$ cat src/uuidtp_pkg.sv
package uuidtp_pkg;

	localparam int unsigned POS_W = 6;
	localparam int unsigned RESULT_W = 163;
	localparam int unsigned TDATA_OUT_W = 168;

	localparam logic [POS_W-1:0] LEN_SHORT16 = 6'd4;
	localparam logic [POS_W-1:0] LEN_SHORT32 = 6'd8;
	localparam logic [POS_W-1:0] LEN_FULL    = 6'd36;
	localparam logic [POS_W-1:0] POS_SAT     = 6'd37;

	localparam logic [POS_W-1:0] HYPHEN_POS_A = 6'd8;
	localparam logic [POS_W-1:0] HYPHEN_POS_B = 6'd13;
	localparam logic [POS_W-1:0] HYPHEN_POS_C = 6'd18;
	localparam logic [POS_W-1:0] HYPHEN_POS_D = 6'd23;

	localparam logic [7:0] ASCII_HYPHEN = 8'h2d;
	localparam logic [7:0] ASCII_0      = 8'h30;
	localparam logic [7:0] ASCII_9      = 8'h39;
	localparam logic [7:0] ASCII_UC_A   = 8'h41;
	localparam logic [7:0] ASCII_UC_F   = 8'h46;
	localparam logic [7:0] ASCII_LC_A   = 8'h61;
	localparam logic [7:0] ASCII_LC_F   = 8'h66;

	localparam logic [31:0] BASE_TAIL_HIGH32 = 32'h0000_1000;
	localparam logic [63:0] BASE_TAIL_LOW64  = 64'h8000_0080_5f9b_34fb;

	typedef struct packed {
		logic       shift_en;
		logic       set_err;
		logic [3:0] nibble;
	} dec_t;

	typedef struct packed {
		logic        short16_valid;
		logic [31:0] short32;
		logic        short32_valid;
		logic [63:0] uuid_low;
		logic [63:0] uuid_high;
		logic        status;
	} res_t;

endpackage

$ cat src/uuidtp_char_decode.sv
module uuidtp_char_decode (
	input  logic [7:0]                char_code,
	input  logic [uuidtp_pkg::POS_W-1:0] pos,
	output uuidtp_pkg::dec_t          dec
);
	import uuidtp_pkg::*;

	logic is_digit;
	logic is_upper;
	logic is_lower;
	logic in_range;
	logic hyphen_pos;

	always_comb begin
		is_digit   = (char_code >= ASCII_0) && (char_code <= ASCII_9);
		is_upper   = (char_code >= ASCII_UC_A) && (char_code <= ASCII_UC_F);
		is_lower   = (char_code >= ASCII_LC_A) && (char_code <= ASCII_LC_F);
		in_range   = pos < LEN_FULL;
		hyphen_pos = (pos == HYPHEN_POS_A) || (pos == HYPHEN_POS_B) ||
			(pos == HYPHEN_POS_C) || (pos == HYPHEN_POS_D);

		// Letters A-F and a-f carry their value minus nine in the low nibble.
		dec.nibble = is_digit ? char_code[3:0] : char_code[3:0] + 4'd9;

		if (!in_range) begin
			dec.shift_en = 1'b0;
			dec.set_err  = 1'b0;
		end else if (hyphen_pos) begin
			dec.shift_en = 1'b0;
			dec.set_err  = char_code != ASCII_HYPHEN;
		end else begin
			dec.shift_en = is_digit || is_upper || is_lower;
			dec.set_err  = !(is_digit || is_upper || is_lower);
		end
	end

endmodule

$ cat src/uuidtp_assemble.sv
module uuidtp_assemble (
	input  logic [uuidtp_pkg::POS_W-1:0] length,
	input  logic                         err,
	input  logic [127:0]                 acc,
	output uuidtp_pkg::res_t             res
);
	import uuidtp_pkg::*;

	logic        short_form;
	logic        full_form;
	logic        bad;
	logic [63:0] hi;
	logic [63:0] lo;
	logic        tail_match;

	always_comb begin
		short_form = (length == LEN_SHORT16) || (length == LEN_SHORT32);
		full_form  = length == LEN_FULL;
		bad        = err || !(short_form || full_form);

		if (short_form) begin
			hi = {acc[31:0], BASE_TAIL_HIGH32};
			lo = BASE_TAIL_LOW64;
		end else begin
			hi = acc[127:64];
			lo = acc[63:0];
		end

		tail_match = (hi[31:0] == BASE_TAIL_HIGH32) && (lo == BASE_TAIL_LOW64);

		res.status        = bad;
		res.uuid_high     = bad ? 64'd0 : hi;
		res.uuid_low      = bad ? 64'd0 : lo;
		res.short32_valid = !bad && tail_match;
		res.short32       = (!bad && tail_match) ? hi[63:32] : 32'd0;
		res.short16_valid = !bad && tail_match && (hi[63:48] == 16'd0);
	end

endmodule

$ cat src/uuid_text_parser.sv
// Channel  Dir  Word                         Meaning
// s_*      in   tdata[7:0]=char_code, tlast   one text character, tlast on the final one
// m_*      out  tdata: see port comment       one parse result per text
//
// A new word is accepted every cycle unless a final character waits behind a stalled result.
// A word is held in the input register; from there the decode updates the parse
// state and, on the final character, the result assembly writes the output register.
// A final character passes the input register and then the output register to its result.
// Reset clears the position, the error flag, the accumulator and both valids.
// A stalled result holds the pipe only when a final character waits behind it.
module uuid_text_parser (
	input  logic         clk,
	input  logic         arst_n,
	input  logic         s_tvalid,
	output logic         s_tready,
	input  logic [7:0]   s_tdata,  // [7:0] char_code
	input  logic         s_tlast,  // is_last
	output logic         m_tvalid,
	input  logic         m_tready,
	// [0] status, [64:1] uuid_high, [128:65] uuid_low, [129] short32_valid,
	// [161:130] short32, [162] short16_valid, [167:163] zero
	output logic [uuidtp_pkg::TDATA_OUT_W-1:0] m_tdata
);
	import uuidtp_pkg::*;

	logic             valid_s1;
	logic [7:0]       char_s1;
	logic             last_s1;

	logic [POS_W-1:0] pos_q;
	logic             err_q;
	logic [127:0]     acc_q;

	logic             out_valid_q;
	res_t             res_q;

	dec_t             dec;
	res_t             res;
	logic             advance;
	logic [POS_W-1:0] length;
	logic             err_next;
	logic [127:0]     acc_next;

	uuidtp_char_decode u_decode (
		.char_code (char_s1),
		.pos       (pos_q),
		.dec       (dec)
	);

	// A character that ends no text never waits for the output side.
	assign advance  = valid_s1 && (!last_s1 || !out_valid_q || m_tready);
	assign s_tready = !valid_s1 || advance;

	always_comb begin
		length   = (pos_q >= POS_SAT) ? POS_SAT : pos_q + 6'd1;
		err_next = err_q || dec.set_err;
		acc_next = dec.shift_en ? {acc_q[123:0], dec.nibble} : acc_q;
	end

	uuidtp_assemble u_assemble (
		.length (length),
		.err    (err_next),
		.acc    (acc_next),
		.res    (res)
	);

	always_ff @(posedge clk or negedge arst_n) begin
		if (!arst_n) begin
			valid_s1 <= 1'b0;
		end else if (s_tready) begin
			valid_s1 <= s_tvalid;
		end
	end

	always_ff @(posedge clk) begin
		if (s_tvalid && s_tready) begin
			char_s1 <= s_tdata;
			last_s1 <= s_tlast;
		end
	end

	// Parse state; the final character of a text returns it to reset values.
	always_ff @(posedge clk or negedge arst_n) begin
		if (!arst_n) begin
			pos_q <= '0;
			err_q <= 1'b0;
			acc_q <= '0;
		end else if (advance) begin
			if (last_s1) begin
				pos_q <= '0;
				err_q <= 1'b0;
				acc_q <= '0;
			end else begin
				pos_q <= length;
				err_q <= err_next;
				acc_q <= acc_next;
			end
		end
	end

	always_ff @(posedge clk or negedge arst_n) begin
		if (!arst_n) begin
			out_valid_q <= 1'b0;
		end else if (advance && last_s1) begin
			out_valid_q <= 1'b1;
		end else if (m_tready) begin
			out_valid_q <= 1'b0;
		end
	end

	always_ff @(posedge clk) begin
		if (advance && last_s1) begin
			res_q <= res;
		end
	end

	assign m_tvalid = out_valid_q;
	assign m_tdata  = {{(TDATA_OUT_W - RESULT_W){1'b0}}, res_q};

`ifndef SYNTH
	a_pos_bounded: assert property (@(posedge clk) disable iff (!arst_n)
		pos_q <= POS_SAT)
		else $error("position counter beyond saturation");

	a_clear_after_last: assert property (@(posedge clk) disable iff (!arst_n)
		advance && last_s1 |=> pos_q == '0 && !err_q && acc_q == '0)
		else $error("parse state not cleared after final character");

	a_error_zero_payload: assert property (@(posedge clk) disable iff (!arst_n)
		out_valid_q && res_q.status |->
			res_q.uuid_high == 64'd0 && res_q.uuid_low == 64'd0 && !res_q.short32_valid)
		else $error("error result carries data");

	a_short16_implies_32: assert property (@(posedge clk) disable iff (!arst_n)
		out_valid_q && res_q.short16_valid |-> res_q.short32_valid)
		else $error("16-bit form valid without 32-bit form");

	a_no_overwrite: assert property (@(posedge clk) disable iff (!arst_n)
		out_valid_q && !m_tready |-> !(advance && last_s1))
		else $error("pending result overwritten");
`endif

endmodule
$ cat config.mk
export PLATFORM = sky130hd
export DESIGN_NAME = uuid_text_parser
export DESIGN_NICKNAME = d
export VERILOG_FILES = /design/src/uuidtp_pkg.sv /design/src/uuidtp_char_decode.sv /design/src/uuidtp_assemble.sv /design/src/uuid_text_parser.sv
export SDC_FILE = /design/constraint.sdc
export NUM_CORES = 1
export LEC_CHECK = 0
export BUFFER_PORTS_ARGS = -buffer_cell sky130_fd_sc_hd__buf_2
export CORE_ASPECT_RATIO = 0.9
export CORE_MARGIN = 2
export CORE_UTILIZATION = 55
export CTS_BUF_LIST = sky130_fd_sc_hd__clkbuf_2 sky130_fd_sc_hd__clkbuf_4 sky130_fd_sc_hd__clkbuf_8
export CTS_CLUSTER_DIAMETER = 50
export CTS_CLUSTER_SIZE = 28
export DETAILED_ROUTE_END_ITERATION = 10
export GPL_TIMING_DRIVEN = 1
export PLACE_DENSITY_LB_ADDON = 0.05
export SYNTH_ARGS = -nofsm -noshare
export SYNTH_HDL_FRONTEND = slang
export SYNTH_SLANG_ARGS = --single-unit
$ cat constraint.sdc
create_clock -name clk -period 15.6 [get_ports clk]
set_clock_uncertainty 0.15 [all_clocks]
set_input_delay 2.34 -clock clk [delete_from_list [all_inputs] [get_ports clk]]
set_output_delay 2.34 -clock clk [all_outputs]
set_load 0.03 [all_outputs]
After elaboration in Yosys (flattened, before gate mapping)
Cells that the tools add are included.
W data, S select, Z words.

operators by class
  $add $sub $neg = 2
  $mul = 0
  div/mod/pow operators = 0
  order comparisons = 8
  equality and inequality tests = 10
  shift-type cells = 0
  muxes and demuxes = 12
  bitwise operators = 0
  reductions and logical operators = 29

operator list
  operator                count
  $mux W128               2
  $mux W64                2
  $eq A64 B64 Y1 const B  1
  $eq A32 B13 Y1 const B  1
  $eq A6 B4 Y1 const B    3
  $ge A8 B7 Y1 const B    2
  $le A8 B7 Y1 const B    2
  $logic_not A16 Y1       1
  $eq A6 B5 Y1 const B    2
  $logic_or A1 B1 Y1      12
  $mux W6                 2
  $logic_and A1 B1 Y1     9
  $ge A8 B6 Y1 const B    1
  $le A8 B6 Y1 const B    1
  $ne A8 B6 Y1 const B    1
  $add A6 B1 Y6 const B   1
  $eq A6 B3 Y1 const B    1
  $eq A6 B6 Y1 const B    1
  $ge A6 B6 Y1 const B    1
  $logic_not A1 Y1        6
  $lt A6 B6 Y1 const B    1
  $add A4 B4 Y4 const B   1
  $mux W2                 2
  $mux W4                 1
  2 further kinds         4

storage, ports and cells
  bits in registers = 309
  latch bits = 0
  bits in writable memories = 0
  ROM bits = 0
  input port bits = 13
  output and inout bits = 170
  logic and storage cells = 74
  memories kept = 0

Longest topological paths before layout
Gate-level depths: netlist (run 1).

  depth in word-level cells = 13
  depth in mapped cells = 13
  mapped depth without buffers = 10

Cells and area by module
Synthesis (run 1) repeated with hierarchy kept, for this count alone.

second synthesis, totals
  cells, all modules = 1306
  area total of the unflattened synthesis = 14413.8 µm²

by module, submodules not included
  module              instances  cells an instance  area each (µm²)  sequential area each (µm²)
  uuid_text_parser    1          938                12286.8          8593.2
  uuidtp_assemble     1          338                1896.8           0.0
  uuidtp_char_decode  1          30                 230.2            0.0

Least setup slack after synthesis (run 1)
No wires, ideal clock.

  path type = input to register
  start = in m_tready
  end = reg res_q, in the netlist m_tdata[0] (enable)
  setup time = 0.690 ns
  arrival time = 9.422 ns
  required time = 14.760 ns
  slack = 5.337 ns
  cell stages on the path = 3
  buffers on the path = 0
  path through = or3_1 > nand2_1 > nor2_1

between the ends
  word-level cells in the longest chain between the ends = 3

ends and longest elaborated chain
  item                  line                     RTL
  from (decl)           uuid_text_parser.sv:19   input logic m_tready,
  $logic_or A1 B1 Y1    uuid_text_parser.sv:51   assign advance = valid_s1 && (!last_s1 || !out_valid_q || m_tready);
  $logic_and A1 B1 Y1   uuid_text_parser.sv:51
  $logic_and A1 B1 Y1   uuid_text_parser.sv:112  if (advance && last_s1) begin
  to (signal assigned)  uuid_text_parser.sv:113  res_q <= res;
  to (decl)             uuid_text_parser.sv:35   res_t res_q;

Every way passes these cells.
A chain may end at the register's enable or synchronous reset.

Worst setup path after layout (run 1)
  start = in m_tready
  end = out s_tready

between the ends
  word-level cells in the longest chain between the ends = 3

ends and longest elaborated chain
  item                 line                    RTL
  $logic_or A1 B1 Y1   uuid_text_parser.sv:51
  $logic_and A1 B1 Y1  uuid_text_parser.sv:51
  $logic_or A1 B1 Y1   uuid_text_parser.sv:52  assign s_tready = !valid_s1 || advance;
  to (decl)            uuid_text_parser.sv:15  output logic s_tready,

Every way passes these cells.

==> impl_metrics.prom, run 1 <==
# TYPE chip_impl_metric gauge
chip_impl_info{name="status",value="finished, final reports clean"} 1
chip_impl_metric{name="power.leakage",unit="nW"} 6.255
chip_impl_metric{name="clk_pin_slew_worst_paths",unit="ns"} 0.09
chip_impl_metric{name="antenna_cells_inserted",unit=""} 0
chip_impl_metric{name="grt_pass1_vias",unit=""} 9097
chip_impl_metric{name="worstMarginPinSlew",unit="ns"} 1.068
chip_impl_metric{name="post-route-period-util",unit=""} 0.3435
chip_impl_metric{name="critical_path.n_buffers_inverters",unit=""} 2
chip_impl_info{name="hold_path_class",value="flip-flop to flip-flop"} 1
chip_impl_metric{name="design.die.area",unit="sq um"} 26270
chip_impl_metric{name="grtUsageMet2",unit=""} 0.3680
chip_impl_metric{name="yosysTopAreaCellShare",unit=""} 0.3758
chip_impl_metric{name="cts_buffer_depth",unit=""} 3
chip_impl_metric{name="postSynthAreaPerCell",unit="sq um"} 11.86
chip_impl_metric{name="grt_pass1_wl",unit="mm"} 52.54
chip_impl_metric{name="timing.max_slew.rel_slack",unit=""} 0.2863
chip_impl_metric{name="initial_util",unit=""} 0.5635
chip_impl_metric{name="h-tree-depth",unit=""} 1
chip_impl_metric{name="power-per-cell-area",unit="nW/um^2"} 106.1
chip_impl_metric{name="pre_cts_ws",unit="ns"} 10.26
chip_impl_metric{name="placement_rows",unit=""} 54
chip_impl_metric{name="placeableCoreArea",unit="sq um"} 24390
chip_impl_metric{name="detail_route.wl_per_cell",unit="um"} 20.01
chip_impl_metric{name="place_hpwl",unit="mm"} 20.87
chip_impl_metric{name="antenna_violations_before_repair",unit=""} 0
chip_impl_metric{name="critPathArrivalTime",unit="ns"} 2.87
chip_impl_info{name="synth_top_area_cell",value="edfxtp_1"} 1
chip_impl_metric{name="slew_viol_final",unit=""} 0
chip_impl_info{name="mostFrequentLayoutCells",value="215 x nand2_1, 176 x buf_2, 172 x edfxtp_1"} 1
chip_impl_metric{name="synth_enable_flop_cells",unit=""} 172
chip_impl_metric{name="slowest_delay",unit="ns"} 0.21
chip_impl_info{name="cts_root_buf",value="clkbuf_8"} 1
chip_impl_metric{name="finalSetupViolCount",unit=""} 0
chip_impl_info{name="critPathTopFamily",value="buffers and inverters"} 1
chip_impl_metric{name="final_antenna_net_count",unit=""} 0
chip_impl_info{name="grt_most_used_layer",value="met1"} 1
chip_impl_info{name="critical_path.most_common_cell",value="buf_2"} 1
chip_impl_metric{name="drt-total-wl",unit="mm"} 33.07
chip_impl_metric{name="gp_congestion",unit=""} 0.8407
chip_impl_metric{name="grt_max_degree",unit=""} 82
chip_impl_metric{name="chipWidth",unit="um"} 170.6
chip_impl_metric{name="port_buffers",unit=""} 177
chip_impl_info{name="synth-main-ff-cell",value="edfxtp_1"} 1
chip_impl_info{name="timing.critical_path.to_type",value="output pin"} 1
chip_impl_metric{name="crit_required",unit="ns"} 13.11
chip_impl_metric{name="yosys.cell_types.count",unit=""} 68
chip_impl_metric{name="overflow",unit=""} 0
chip_impl_metric{name="post_cts_resize_count",unit=""} 0
chip_impl_metric{name="number_of_buffers_created_by_cts",unit=""} 31
chip_impl_info{name="crit_slowest_cell",value="buf_2"} 1
chip_impl_metric{name="area_growth_from_synthesis_to_layout",unit="%"} 12.80
chip_impl_metric{name="design.portCount",unit=""} 183
chip_impl_info{name="start_kind",value="input pin"} 1
chip_impl_metric{name="ys_seq_area_frac",unit=""} 0.6252
chip_impl_metric{name="drive_above_1_share",unit=""} 0.2103
chip_impl_metric{name="worst_ir_drop_vdd",unit="uV"} 75.46
chip_impl_info{name="criticalPathCategory",value="input pin to output pin"} 1
chip_impl_metric{name="num-nets-final",unit=""} 1312
chip_impl_metric{name="final_worst_slack",unit="ns"} 10.24
chip_impl_metric{name="syn_area",unit="sq um"} 13740
chip_impl_metric{name="global_route_met1_utilization",unit=""} 0.4003
chip_impl_info{name="timing.critical_path.cells",value="buf_2 -> nand4b_1 -> buf_2"} 1
chip_impl_metric{name="postSynth.asyncResetShare",unit=""} 0.4434
chip_impl_info{name="cts_tree",value="done"} 1
chip_impl_metric{name="postSynthCellCount",unit=""} 1159
chip_impl_metric{name="crit_fanout",unit=""} 3
chip_impl_metric{name="fin_tns_setup",unit="ns"} 0
chip_impl_metric{name="cts_num_sinks",unit=""} 309
chip_impl_metric{name="hold_viol_final",unit=""} 0
chip_impl_metric{name="postCtsSetupBuffers",unit=""} 0
chip_impl_info{name="mostFrequentLayoutCell",value="nand2_1"} 1
chip_impl_info{name="grt_setup_unrepaired",value="no"} 1
chip_impl_metric{name="global_route.usage.met3",unit=""} 0.04788
chip_impl_metric{name="finalPower",unit="W"} 0.001645
chip_impl_metric{name="first_pass_iters",unit=""} 5
chip_impl_info{name="post_synth_main_area_contributors",value="edfxtp_1 38%, dfrtp_1 25%, a22o_1 7.9%"} 1
chip_impl_metric{name="die_h",unit="um"} 154.0
chip_impl_metric{name="maxClockFrequency",unit="MHz"} 186.6
chip_impl_metric{name="detailed_route_drc_error_count",unit=""} 0
chip_impl_metric{name="max_cap_violations",unit=""} 0
chip_impl_metric{name="route.detailed.vias_per_inst",unit=""} 5.887
chip_impl_metric{name="clk_latency",unit="ns"} 0.61
chip_impl_metric{name="holdBufCountCts",unit=""} 0
chip_impl_metric{name="synth_seq_cells",unit=""} 309
chip_impl_metric{name="period_minus_slack",unit="ns"} 5.358
chip_impl_metric{name="synth_warn",unit=""} 0
chip_impl_metric{name="grt_util_all_layers",unit=""} 0.2536
chip_impl_metric{name="fillerInstances",unit=""} 1936
chip_impl_metric{name="routed-via-count",unit=""} 9731
chip_impl_metric{name="drt_first_iter_violations",unit=""} 1103
## layer usage
layer  wire [um]  vias to the layer above
met5           0                        -
met4         640                        0
met3        2511                       53
met2       14710                      405
met1       15210                     4746
li1            -                     4527
## final cells by class
class	count	area, sq um	area share
flip-flops and latches	309	8593	0.5543
clock inverters	26	327.8	0.02114
multi-input cells	751	4712	0.3039
inverters	10	37.54	0.002421
clock buffers	32	434.2	0.02800
well taps	336	420.4	0.02712
repair buffers	189	978.4	0.06311
## flip-flops by register name, indices dropped and copies added (netlist names)
name and count:
valid_s1 1, last_s1 1, char_s1 8, m_tdata 163
pos_q 6, err_q 1, acc_q 128, m_tvalid 1
## path summary, 6_finish.rpt
check                                          to  slack [ns]                    from  cells after the start
hold reg to reg            acc_q[124]$_DFFE_PN0P_        0.36  acc_q[124]$_DFFE_PN0P_                      1
min in group asynchronous    pos_q[4]$_DFFE_PN0P_        1.68                  arst_n                      1
max in group asynchronous   acc_q[82]$_DFFE_PN0P_       12.18                  arst_n                      2
setup reg to reg           m_tdata[162]$_DFFE_PP_       10.81    pos_q[0]$_DFFE_PN0P_                     10
setup / recovery                         s_tready       10.24                m_tready                      3
hold / removal             acc_q[124]$_DFFE_PN0P_        0.36  acc_q[124]$_DFFE_PN0P_                      1
## cell families after synthesis
group | after synthesis | synth area share
fa+ha+maj | 7 | 0.006372
simple gates | 387 | 0.1362
other cells | 1 | 0.0002728
xor+xnor | 2 | 0.001275
flops | 309 | 0.6252
compound gates | 297 | 0.1547
buf+inv | 103 | 0.03641
mux | 53 | 0.03960
## report_power, final
| part | internal [W] | switching [W] |
|---|---|---|
| Combinational | 0.0000363 | 0.000112 |
| Clock | 0.000266 | 0.000333 |
| Sequential | 0.000883 | 0.0000154 |
| Total | 0.00119 | 0.000460 |
## synthesized netlist by cell type, drive strengths merged (26+ instances only)
library cell / instances
nand2: 215
edfxtp: 172
dfrtp: 137
a22o: 124
a21oi: 102
buf: 47
clkbuf: 46
mux2i: 42
nor2: 37
and2: 27
nor2b: 27
a31oi: 26
## per-stage QoR
stage	utilization	area, sq um	hold slack (ns)	std cells
2_1_floorplan	-	13760	0.3106	1163
3_3_place_gp	0.6044	14740	0.3305	1595
3_5_place_dp	0.6044	14740	0.3312	1595
4_1_cts	0.6356	15500	0.3590	1653
5_1_grt	0.6356	15500	0.3667	1653
6_report	0.6356	15500	0.3592	1653
(Power assumes the default switching activity.)
==> run 2, diff against run 1 <==
--- a/config.mk
+++ b/config.mk
@@ -5,6 +5,7 @@
 export SDC_FILE = /design/constraint.sdc
 export NUM_CORES = 1
 export LEC_CHECK = 0
+export ABC_AREA = 1
 export BUFFER_PORTS_ARGS = -buffer_cell sky130_fd_sc_hd__buf_2
 export CORE_ASPECT_RATIO = 0.9
 export CORE_MARGIN = 2
==> constraint.sdc (replaced) <==
create_clock -name clk -period 4.66 [get_ports clk]
set_clock_uncertainty 0.15 [all_clocks]
set_input_delay 0.699 -clock clk [delete_from_list [all_inputs] [get_ports clk]]
set_output_delay 0.699 -clock clk [all_outputs]
set_load 0.03 [all_outputs]
==> run 2 against run 1 <==
  * Non-clock buffer count is 15 higher
  * Global-route usage hardly changed
  * Combinational power grew to 7.9 times the previous value
  * Total power grew to 3.8 times the previous value
  * Clock power grew to 3.3 times the previous value
  * Flip-flop and latch count stayed put
  * Count of clock-buffer cells in the layout is 12 higher
  * Largest cell class unchanged
==> impl_metrics.prom, run 2 <==
# TYPE chip_impl_metric gauge
chip_impl_metric{name="worstMarginPinSlew",unit="ns"} 1.015
chip_impl_metric{name="critPathArrivalTime",unit="ns"} 4.28
chip_impl_info{name="post_synth_main_area_contributors",value="edfxtp_1 35%, dfrtp_1 23%, nand2_1 8.1%"} 1
chip_impl_metric{name="routed-via-count",unit=""} 11540
chip_impl_metric{name="placedCellCount",unit=""} 2061
chip_impl_info{name="synth-main-ff-cell",value="edfxtp_1"} 1
chip_impl_metric{name="crit_fanout",unit=""} 93
chip_impl_metric{name="grt_pass1_wl",unit="mm"} 57.47
chip_impl_info{name="cts_tree",value="done"} 1
chip_impl_info{name="synth_top_area_cell",value="edfxtp_1"} 1
chip_impl_info{name="timing.critical_path.cells",value="inv_1 -> ha_1 -> inv_1 -> nor2_1 -> nand2_1 -> nand3_4 -> nand2_1 -> nand2_1 -> nand2_1 -> nand3_4 -> buf_4 -> buf_12 -> nand3_1 -> o21ai_0 -> nor2_1 -> nand2_1 -> nor2_1 -> nand2_1 -> nor2_1 -> nand2_2 -> buf_4 -> nor2_1"} 1
chip_impl_info{name="grt_most_used_layer",value="met2"} 1
chip_impl_metric{name="hold_viol_final",unit=""} 0
chip_impl_metric{name="crit_required",unit="ns"} 4.90
chip_impl_metric{name="grt_pass1_vias",unit=""} 10970
chip_impl_metric{name="largest_register_ff_count",unit=""} 163
chip_impl_metric{name="period_minus_slack",unit="ns"} 4.046
chip_impl_metric{name="holdBufCountCts",unit=""} 0
chip_impl_info{name="hold_path_class",value="input pin to asynchronous set/reset pin"} 1
chip_impl_metric{name="place_hpwl",unit="mm"} 22.74
chip_impl_metric{name="timing.max_slew.rel_slack",unit=""} 0.3231
chip_impl_metric{name="final_antenna_net_count",unit=""} 0
chip_impl_metric{name="detailed_route_drc_error_count",unit=""} 0
chip_impl_metric{name="first_pass_iters",unit=""} 7
chip_impl_metric{name="grt_max_degree",unit=""} 183
chip_impl_metric{name="design.die.area",unit="sq um"} 27980
chip_impl_metric{name="detail_route.wl_per_cell",unit="um"} 16.69
chip_impl_metric{name="antenna_cells_inserted",unit=""} 0
chip_impl_metric{name="design.portCount",unit=""} 183
chip_impl_metric{name="overflow",unit=""} 0
chip_impl_metric{name="initial_util",unit=""} 0.5610
chip_impl_info{name="criticalPathCategory",value="flip-flop to flip-flop"} 1
chip_impl_info{name="synth.cells.most_frequent",value="315 x nand2_1, 185 x inv_1, 172 x edfxtp_1, 172 x nor2_1, 154 x nand3_1"} 1
chip_impl_metric{name="number_of_buffers_created_by_cts",unit=""} 34
chip_impl_metric{name="synth_seq_cells",unit=""} 309
chip_impl_info{name="grt_setup_unrepaired",value="no"} 1
chip_impl_metric{name="power-per-cell-area",unit="nW/um^2"} 381.8
chip_impl_metric{name="instances_no_fill",unit=""} 2123
chip_impl_metric{name="yosys.cell_types.count",unit=""} 36
chip_impl_metric{name="clk_pin_slew_worst_paths",unit="ns"} 0.09
chip_impl_metric{name="cts_num_sinks",unit=""} 309
chip_impl_metric{name="drive_above_1_share",unit=""} 0.1701
chip_impl_metric{name="route.detailed.vias_per_inst",unit=""} 5.437
chip_impl_metric{name="placement_rows",unit=""} 56
chip_impl_metric{name="slew_viol_final",unit=""} 0
chip_impl_metric{name="fin_tns_setup",unit="ns"} 0
chip_impl_metric{name="maxClockFrequency",unit="MHz"} 247.2
chip_impl_info{name="timing.critical_path.to_type",value="flip-flop"} 1
chip_impl_metric{name="worst_ir_drop_vdd",unit="uV"} 283.2
chip_impl_info{name="critical_path.most_common_cell",value="nand2_1"} 1
chip_impl_metric{name="postSynth.asyncResetShare",unit=""} 0.4434
chip_impl_metric{name="gp_congestion",unit=""} 0.8515
chip_impl_metric{name="postSynthCellCount",unit=""} 1615
chip_impl_metric{name="synth_warn",unit=""} 0
chip_impl_metric{name="hold_slack",unit="ns"} 0.07938
chip_impl_metric{name="drt-total-wl",unit="mm"} 35.44
chip_impl_metric{name="fillerInstances",unit=""} 2270
chip_impl_metric{name="synth_enable_flop_cells",unit=""} 172
chip_impl_info{name="start_kind",value="flip-flop"} 1
chip_impl_info{name="post-synth-top-count-cell",value="nand2_1"} 1
chip_impl_metric{name="die_h",unit="um"} 158.9
chip_impl_info{name="mostFrequentLayoutCells",value="314 x nand2_1, 184 x inv_1, 176 x buf_2"} 1
chip_impl_info{name="critPathTopFamily",value="simple AND/OR/NAND/NOR gates"} 1
chip_impl_metric{name="drt_first_iter_violations",unit=""} 1035
chip_impl_metric{name="critical_path.n_buffers_inverters",unit=""} 5
chip_impl_metric{name="antenna_violations_before_repair",unit=""} 0
chip_impl_metric{name="postCtsSetupBuffers",unit=""} 0
chip_impl_metric{name="postSynthAreaPerCell",unit="sq um"} 9.079
chip_impl_metric{name="cts_buffer_depth",unit=""} 3
chip_impl_info{name="mostFrequentLayoutCell",value="nand2_1"} 1
chip_impl_metric{name="grtUsageMet2",unit=""} 0.3998
chip_impl_info{name="crit_slowest_cell",value="dfrtp_1"} 1
chip_impl_metric{name="post-route-period-util",unit=""} 0.8682
chip_impl_metric{name="h-tree-depth",unit=""} 2
chip_impl_metric{name="power.leakage",unit="nW"} 7.401
chip_impl_metric{name="area_growth_from_synthesis_to_layout",unit="%"} 12.48
chip_impl_metric{name="placeableCoreArea",unit="sq um"} 26140
chip_impl_metric{name="chipWidth",unit="um"} 176.1
chip_impl_metric{name="yosysTopAreaCellShare",unit=""} 0.3522
chip_impl_metric{name="pre_cts_ws",unit="ns"} 0.6891
chip_impl_metric{name="slowest_delay",unit="ns"} 0.46
chip_impl_metric{name="global_route.usage.met3",unit=""} 0.03520
chip_impl_metric{name="finalSetupViolCount",unit=""} 0
chip_impl_metric{name="global_route_met1_utilization",unit=""} 0.3718
chip_impl_metric{name="final_worst_slack",unit="ns"} 0.6140
chip_impl_info{name="cts_root_buf",value="clkbuf_8"} 1
chip_impl_metric{name="port_buffers",unit=""} 177
chip_impl_metric{name="ys_seq_area_frac",unit=""} 0.5861
chip_impl_metric{name="syn_area",unit="sq um"} 14660
chip_impl_metric{name="post_cts_resize_count",unit=""} 0
chip_impl_info{name="status",value="finished, final reports clean"} 1
chip_impl_metric{name="grt_util_all_layers",unit=""} 0.2532
chip_impl_metric{name="num-nets-final",unit=""} 1769
chip_impl_metric{name="clk_latency",unit="ns"} 0.54
chip_impl_metric{name="max_cap_violations",unit=""} 0
## run 2: changes by cell type after synthesis, moves of 74 or more
cell and change:
nand2_1 +100, nand3_1 +150, inv_1 +175, a21oi_1 -74
nor2_1 +135, a22o_1 -123, o21ai_0 +130
## run 2: path summary, 6_finish.rpt
path                                           start                         end  slack [ns]  cells past startpoint
worst min-delay path                          arst_n       acc_q[74]$_DFFE_PN0P_        0.08                      1
max in group asynchronous                     arst_n       acc_q[80]$_DFFE_PN0P_        3.32                      2
min in group clk                             s_tlast           last_s1$_DFFE_PP_        0.20                      1
worst max register to register  pos_q[0]$_DFFE_PN0P_  m_tdata[132]$_SDFFCE_PN0P_        0.61                     22
worst min register to register  acc_q[1]$_DFFE_PN0P_        acc_q[1]$_DFFE_PN0P_        0.37                      2
worst max-delay path            pos_q[0]$_DFFE_PN0P_  m_tdata[132]$_SDFFCE_PN0P_        0.61                     22
## run 2: cell type report
class,instances,area [sq um],share of cell area
Multi-Input combinational cell,1011,4871,0.2953
Sequential cell,309,8593,0.5211
Clock inverter,18,197.7,0.01199
Tap cell,348,435.4,0.02640
Timing Repair Buffer,204,1120,0.06790
Inverter,189,713.2,0.04324
Clock buffer,44,561.8,0.03406
## run 2: where the power goes
part | internal (W) | switching [W] | leakage (nW) | total (W)
sequential | 0.00307 | 0.0000797 | 3.52 | 0.00315
combinational | 0.000326 | 0.000843 | 3.49 | 0.00117
clock | 0.000947 | 0.00103 | 0.391 | 0.00198
## run 2: cells by family (layout without fill, tap and decap cells)
logic type	after synthesis	count (layout)	share of synthesized area
buf+inv	299	455	0.08678
xor+xnor	4	4	0.002390
other cells	1	5	0.0002557
simple gates	734	734	0.2183
fa+ha+maj	7	7	0.005973
compound gates	261	261	0.1003
flops	309	309	0.5861
## run 2: through the flow
stage	utilization	power, W	cell area, sq um
floorplan	-	0.004057	14680
global placement	0.6020	0.004355	15730
detailed placement	0.6020	0.004375	15730
CTS	0.6310	0.006331	16490
global route	0.6310	0.006605	16490
finish	0.6310	0.006296	16490
## run 2: layer usage
layer	part of all wire	vias to the layer above
li1	-	5679
met1	0.45	5417
met2	0.47	396
met3	0.062	51
met4	0.020	0
met5	0	-
==> run 3, diff against run 2 <==
--- a/config.mk
+++ b/config.mk
@@ -15,7 +15,7 @@
 export CTS_CLUSTER_SIZE = 28
 export DETAILED_ROUTE_END_ITERATION = 10
 export GPL_TIMING_DRIVEN = 1
-export PLACE_DENSITY_LB_ADDON = 0.05
+export PLACE_DENSITY = 0.77
 export SYNTH_ARGS = -nofsm -noshare
 export SYNTH_HDL_FRONTEND = slang
 export SYNTH_SLANG_ARGS = --single-unit
==> run 3 against run 2 <==
  * Die area unchanged
  * Sequential share of layout area up 0.11 points
  * Worst hold slack better by 0.047 ns
  * Critical endpoint is now m_tdata[130]$_SDFFCE_PN0P_
  * Highest routed layer unchanged
==> impl_metrics.prom, run 3 (same netlist as run 2, synthesis figures left out) <==
# TYPE chip_impl_metric gauge
chip_impl_info{name="start_kind",value="flip-flop"} 1
chip_impl_metric{name="area_growth_from_synthesis_to_layout",unit="%"} 12.23
chip_impl_metric{name="slowest_delay",unit="ns"} 0.60
chip_impl_metric{name="placement_rows",unit=""} 56
chip_impl_info{name="cts_tree",value="done"} 1
chip_impl_info{name="timing.critical_path.cells",value="inv_1 -> ha_1 -> inv_1 -> nor2_1 -> nand2_1 -> nand3_4 -> nand3_1 -> nand2_1 -> nand3_4 -> buf_4 -> nand3_1 -> nand2_1 -> nor2_1 -> nand2_1 -> nor2_1 -> nand2_1 -> nor2_1 -> nand2_2 -> buf_4 -> nor2_1"} 1
chip_impl_metric{name="critPathArrivalTime",unit="ns"} 4.24
chip_impl_metric{name="antenna_cells_inserted",unit=""} 0
chip_impl_info{name="status",value="finished, final reports clean"} 1
chip_impl_metric{name="crit_fanout",unit=""} 69
chip_impl_metric{name="clk_latency",unit="ns"} 0.61
chip_impl_metric{name="instances_no_fill",unit=""} 2114
chip_impl_metric{name="slew_viol_final",unit=""} 0
chip_impl_metric{name="drive_above_1_share",unit=""} 0.1653
chip_impl_metric{name="detail_route.wl_per_cell",unit="um"} 16.56
chip_impl_info{name="worst_hold_startpoint",value="s_tdata[6]"} 1
chip_impl_metric{name="fin_tns_setup",unit="ns"} 0
chip_impl_metric{name="initial_util",unit=""} 0.5610
chip_impl_metric{name="grt_util_all_layers",unit=""} 0.2483
chip_impl_metric{name="worst_ir_drop_vdd",unit="uV"} 334.5
chip_impl_metric{name="hold_viol_final",unit=""} 0
chip_impl_metric{name="cts_buffer_depth",unit=""} 3
chip_impl_info{name="mostFrequentLayoutCells",value="314 x nand2_1, 184 x inv_1, 176 x buf_2"} 1
chip_impl_metric{name="hold_slack",unit="ns"} 0.1269
chip_impl_metric{name="first_pass_iters",unit=""} 5
chip_impl_info{name="criticalPathCategory",value="flip-flop to flip-flop"} 1
chip_impl_metric{name="overflow",unit=""} 0
chip_impl_metric{name="number_of_buffers_created_by_cts",unit=""} 30
chip_impl_metric{name="worstMarginPinSlew",unit="ns"} 0.9367
chip_impl_metric{name="routed-via-count",unit=""} 11740
chip_impl_metric{name="reg2reg_depth",unit=""} 20
chip_impl_metric{name="final_core_utilization",unit=""} 0.6296
chip_impl_info{name="hold_path_class",value="input pin to flip-flop"} 1
chip_impl_metric{name="post-route-period-util",unit=""} 0.8708
chip_impl_metric{name="antenna_violations_before_repair",unit=""} 0
chip_impl_info{name="grt_setup_unrepaired",value="no"} 1
chip_impl_metric{name="clk_pin_slew_worst_paths",unit="ns"} 0.08
chip_impl_metric{name="multi_input_comb_area",unit="sq um"} 4871
chip_impl_info{name="mostFrequentLayoutCell",value="nand2_1"} 1
chip_impl_metric{name="post_cts_resize_count",unit=""} 0
chip_impl_metric{name="num-nets-final",unit=""} 1762
chip_impl_metric{name="crit_required",unit="ns"} 4.84
chip_impl_metric{name="finalSetupViolCount",unit=""} 0
chip_impl_metric{name="cts_num_sinks",unit=""} 309
chip_impl_info{name="timing.critical_path.to_type",value="flip-flop"} 1
chip_impl_metric{name="place_hpwl",unit="mm"} 22.09
chip_impl_metric{name="die_h",unit="um"} 158.9
chip_impl_metric{name="sequential_cell_area",unit="sq um"} 8593
chip_impl_metric{name="detailed_route_drc_error_count",unit=""} 0
chip_impl_metric{name="port_buffers",unit=""} 177
chip_impl_metric{name="grt_max_degree",unit=""} 183
chip_impl_metric{name="drt-total-wl",unit="mm"} 35.00
chip_impl_info{name="critical_path.reg2reg.startpoint",value="pos_q[0]$_DFFE_PN0P_"} 1
chip_impl_metric{name="final_antenna_net_count",unit=""} 0
chip_impl_metric{name="largest_register_ff_count",unit=""} 163
chip_impl_metric{name="h-tree-depth",unit=""} 1
chip_impl_metric{name="fillerInstances",unit=""} 2192
chip_impl_info{name="hold_end",value="char_s1[6]$_DFFE_PP_"} 1
chip_impl_metric{name="postCtsSetupBuffers",unit=""} 0
chip_impl_metric{name="ff_to_ff_setup_slack",unit="ns"} 0.60
chip_impl_metric{name="placedCellCount",unit=""} 2057
chip_impl_metric{name="timing.max_slew.rel_slack",unit=""} 0.3746
chip_impl_metric{name="finalPower",unit="W"} 0.006278
chip_impl_metric{name="gp_congestion",unit=""} 0.8501
chip_impl_metric{name="drt_first_iter_violations",unit=""} 1225
chip_impl_metric{name="power-per-cell-area",unit="nW/um^2"} 381.5
chip_impl_info{name="crit_slowest_cell",value="buf_4"} 1
chip_impl_metric{name="period_minus_slack",unit="ns"} 4.058
chip_impl_info{name="cts_root_buf",value="clkbuf_8"} 1
chip_impl_info{name="critPathTopFamily",value="simple AND/OR/NAND/NOR gates"} 1
chip_impl_metric{name="maxClockFrequency",unit="MHz"} 246.4
chip_impl_metric{name="design.die.area",unit="sq um"} 27980
chip_impl_metric{name="design.portCount",unit=""} 183
chip_impl_metric{name="critical_path.n_buffers_inverters",unit=""} 4
chip_impl_info{name="critical_path.reg2reg.endpoint",value="m_tdata[130]$_SDFFCE_PN0P_"} 1
chip_impl_metric{name="grt_pass1_vias",unit=""} 11110
chip_impl_metric{name="grt_pass1_wl",unit="mm"} 56.71
chip_impl_metric{name="max_cap_violations",unit=""} 0
chip_impl_metric{name="hold_path_depth",unit=""} 1
chip_impl_metric{name="chipWidth",unit="um"} 176.1
chip_impl_metric{name="route.detailed.vias_per_inst",unit=""} 5.555
chip_impl_metric{name="placeableCoreArea",unit="sq um"} 26140
chip_impl_metric{name="power.leakage",unit="nW"} 7.357
run 3: where the power goes:
part           internal [W]  leakage [nW]  switching, W
combinational      0.000323          3.47      0.000836
clock              0.000942         0.367       0.00103
sequential          0.00307          3.52     0.0000814
total               0.00433          7.36       0.00194
run 3: how the worst max path moves through the flow:
| stage | from | to | slack, ns | depth (start not counted) |
|---|---|---|---|---|
| 2_1_floorplan | m_tready | m_tdata[0]$_DFFE_PP_ | 0.49 | 5 |
| 3_3_place_gp | pos_q[0]$_DFFE_PN0P_ | m_tdata[129]$_DFFE_PP_ | 0.78 | 20 |
| 3_5_place_dp | pos_q[0]$_DFFE_PN0P_ | m_tdata[130]$_SDFFCE_PN0P_ | 0.72 | 20 |
| 4_1_cts | pos_q[0]$_DFFE_PN0P_ | m_tdata[130]$_SDFFCE_PN0P_ | 0.67 | 20 |
| 5_1_grt | pos_q[0]$_DFFE_PN0P_ | m_tdata[130]$_SDFFCE_PN0P_ | 0.29 | 20 |
| 6_report | pos_q[0]$_DFFE_PN0P_ | m_tdata[130]$_SDFFCE_PN0P_ | 0.60 | 20 |
run 3: cell type report:
class	instances	share of cell area
clock inverters	21	0.01665
multi-input cells	1011	0.2960
clock buffers	35	0.02851
inverters	189	0.04334
well taps	348	0.02646
flip-flops and latches	309	0.5222
repair buffers	201	0.06683
run 3: repair_timing:
action                                 4_1_cts  5_1_grt
endpoints found under the hold margin       64        0
setup endpoints to repair                    0        0
hold buffers                                 1        0
run 3: metrics by stage:
| step | area [sq um] | setup slack (ns) |
|---|---|---|
| finish | 16460 | 0.6020 |
| global route | 16460 | 0.2923 |
| CTS | 16460 | 0.6689 |
| detailed placement | 15700 | 0.7236 |
| global placement | 15700 | 0.7802 |
| floorplan | 14680 | 0.4860 |
run 3: per-layer routing:
layer / GRT usage / vias to the layer above / part of all wire
met4: 0.07588 / 0 / 0.025
met5: 0 / - / 0
met1: 0.3579 / 5522 / 0.44
met3: 0.03544 / 59 / 0.066
li1: - / 5677 / -
met2: 0.3936 / 486 / 0.47
run 3: worst reg2reg max path, cell delays in order, from the launching register on:
cell and delay [ns]:
dfrtp_1 0.46, inv_1 0.11, ha_1 0.22, inv_1 0.06, nor2_1 0.03, nand2_1 0.11
nand3_4 0.13, nand3_1 0.14, nand2_1 0.10, nand3_4 0.22, buf_4 0.61, nand3_1 0.34
nand2_1 0.14, nor2_1 0.06, nand2_1 0.12, nor2_1 0.08, nand2_1 0.08, nor2_1 0.06
nand2_2 0.06, buf_4 0.42, nor2_1 0.11
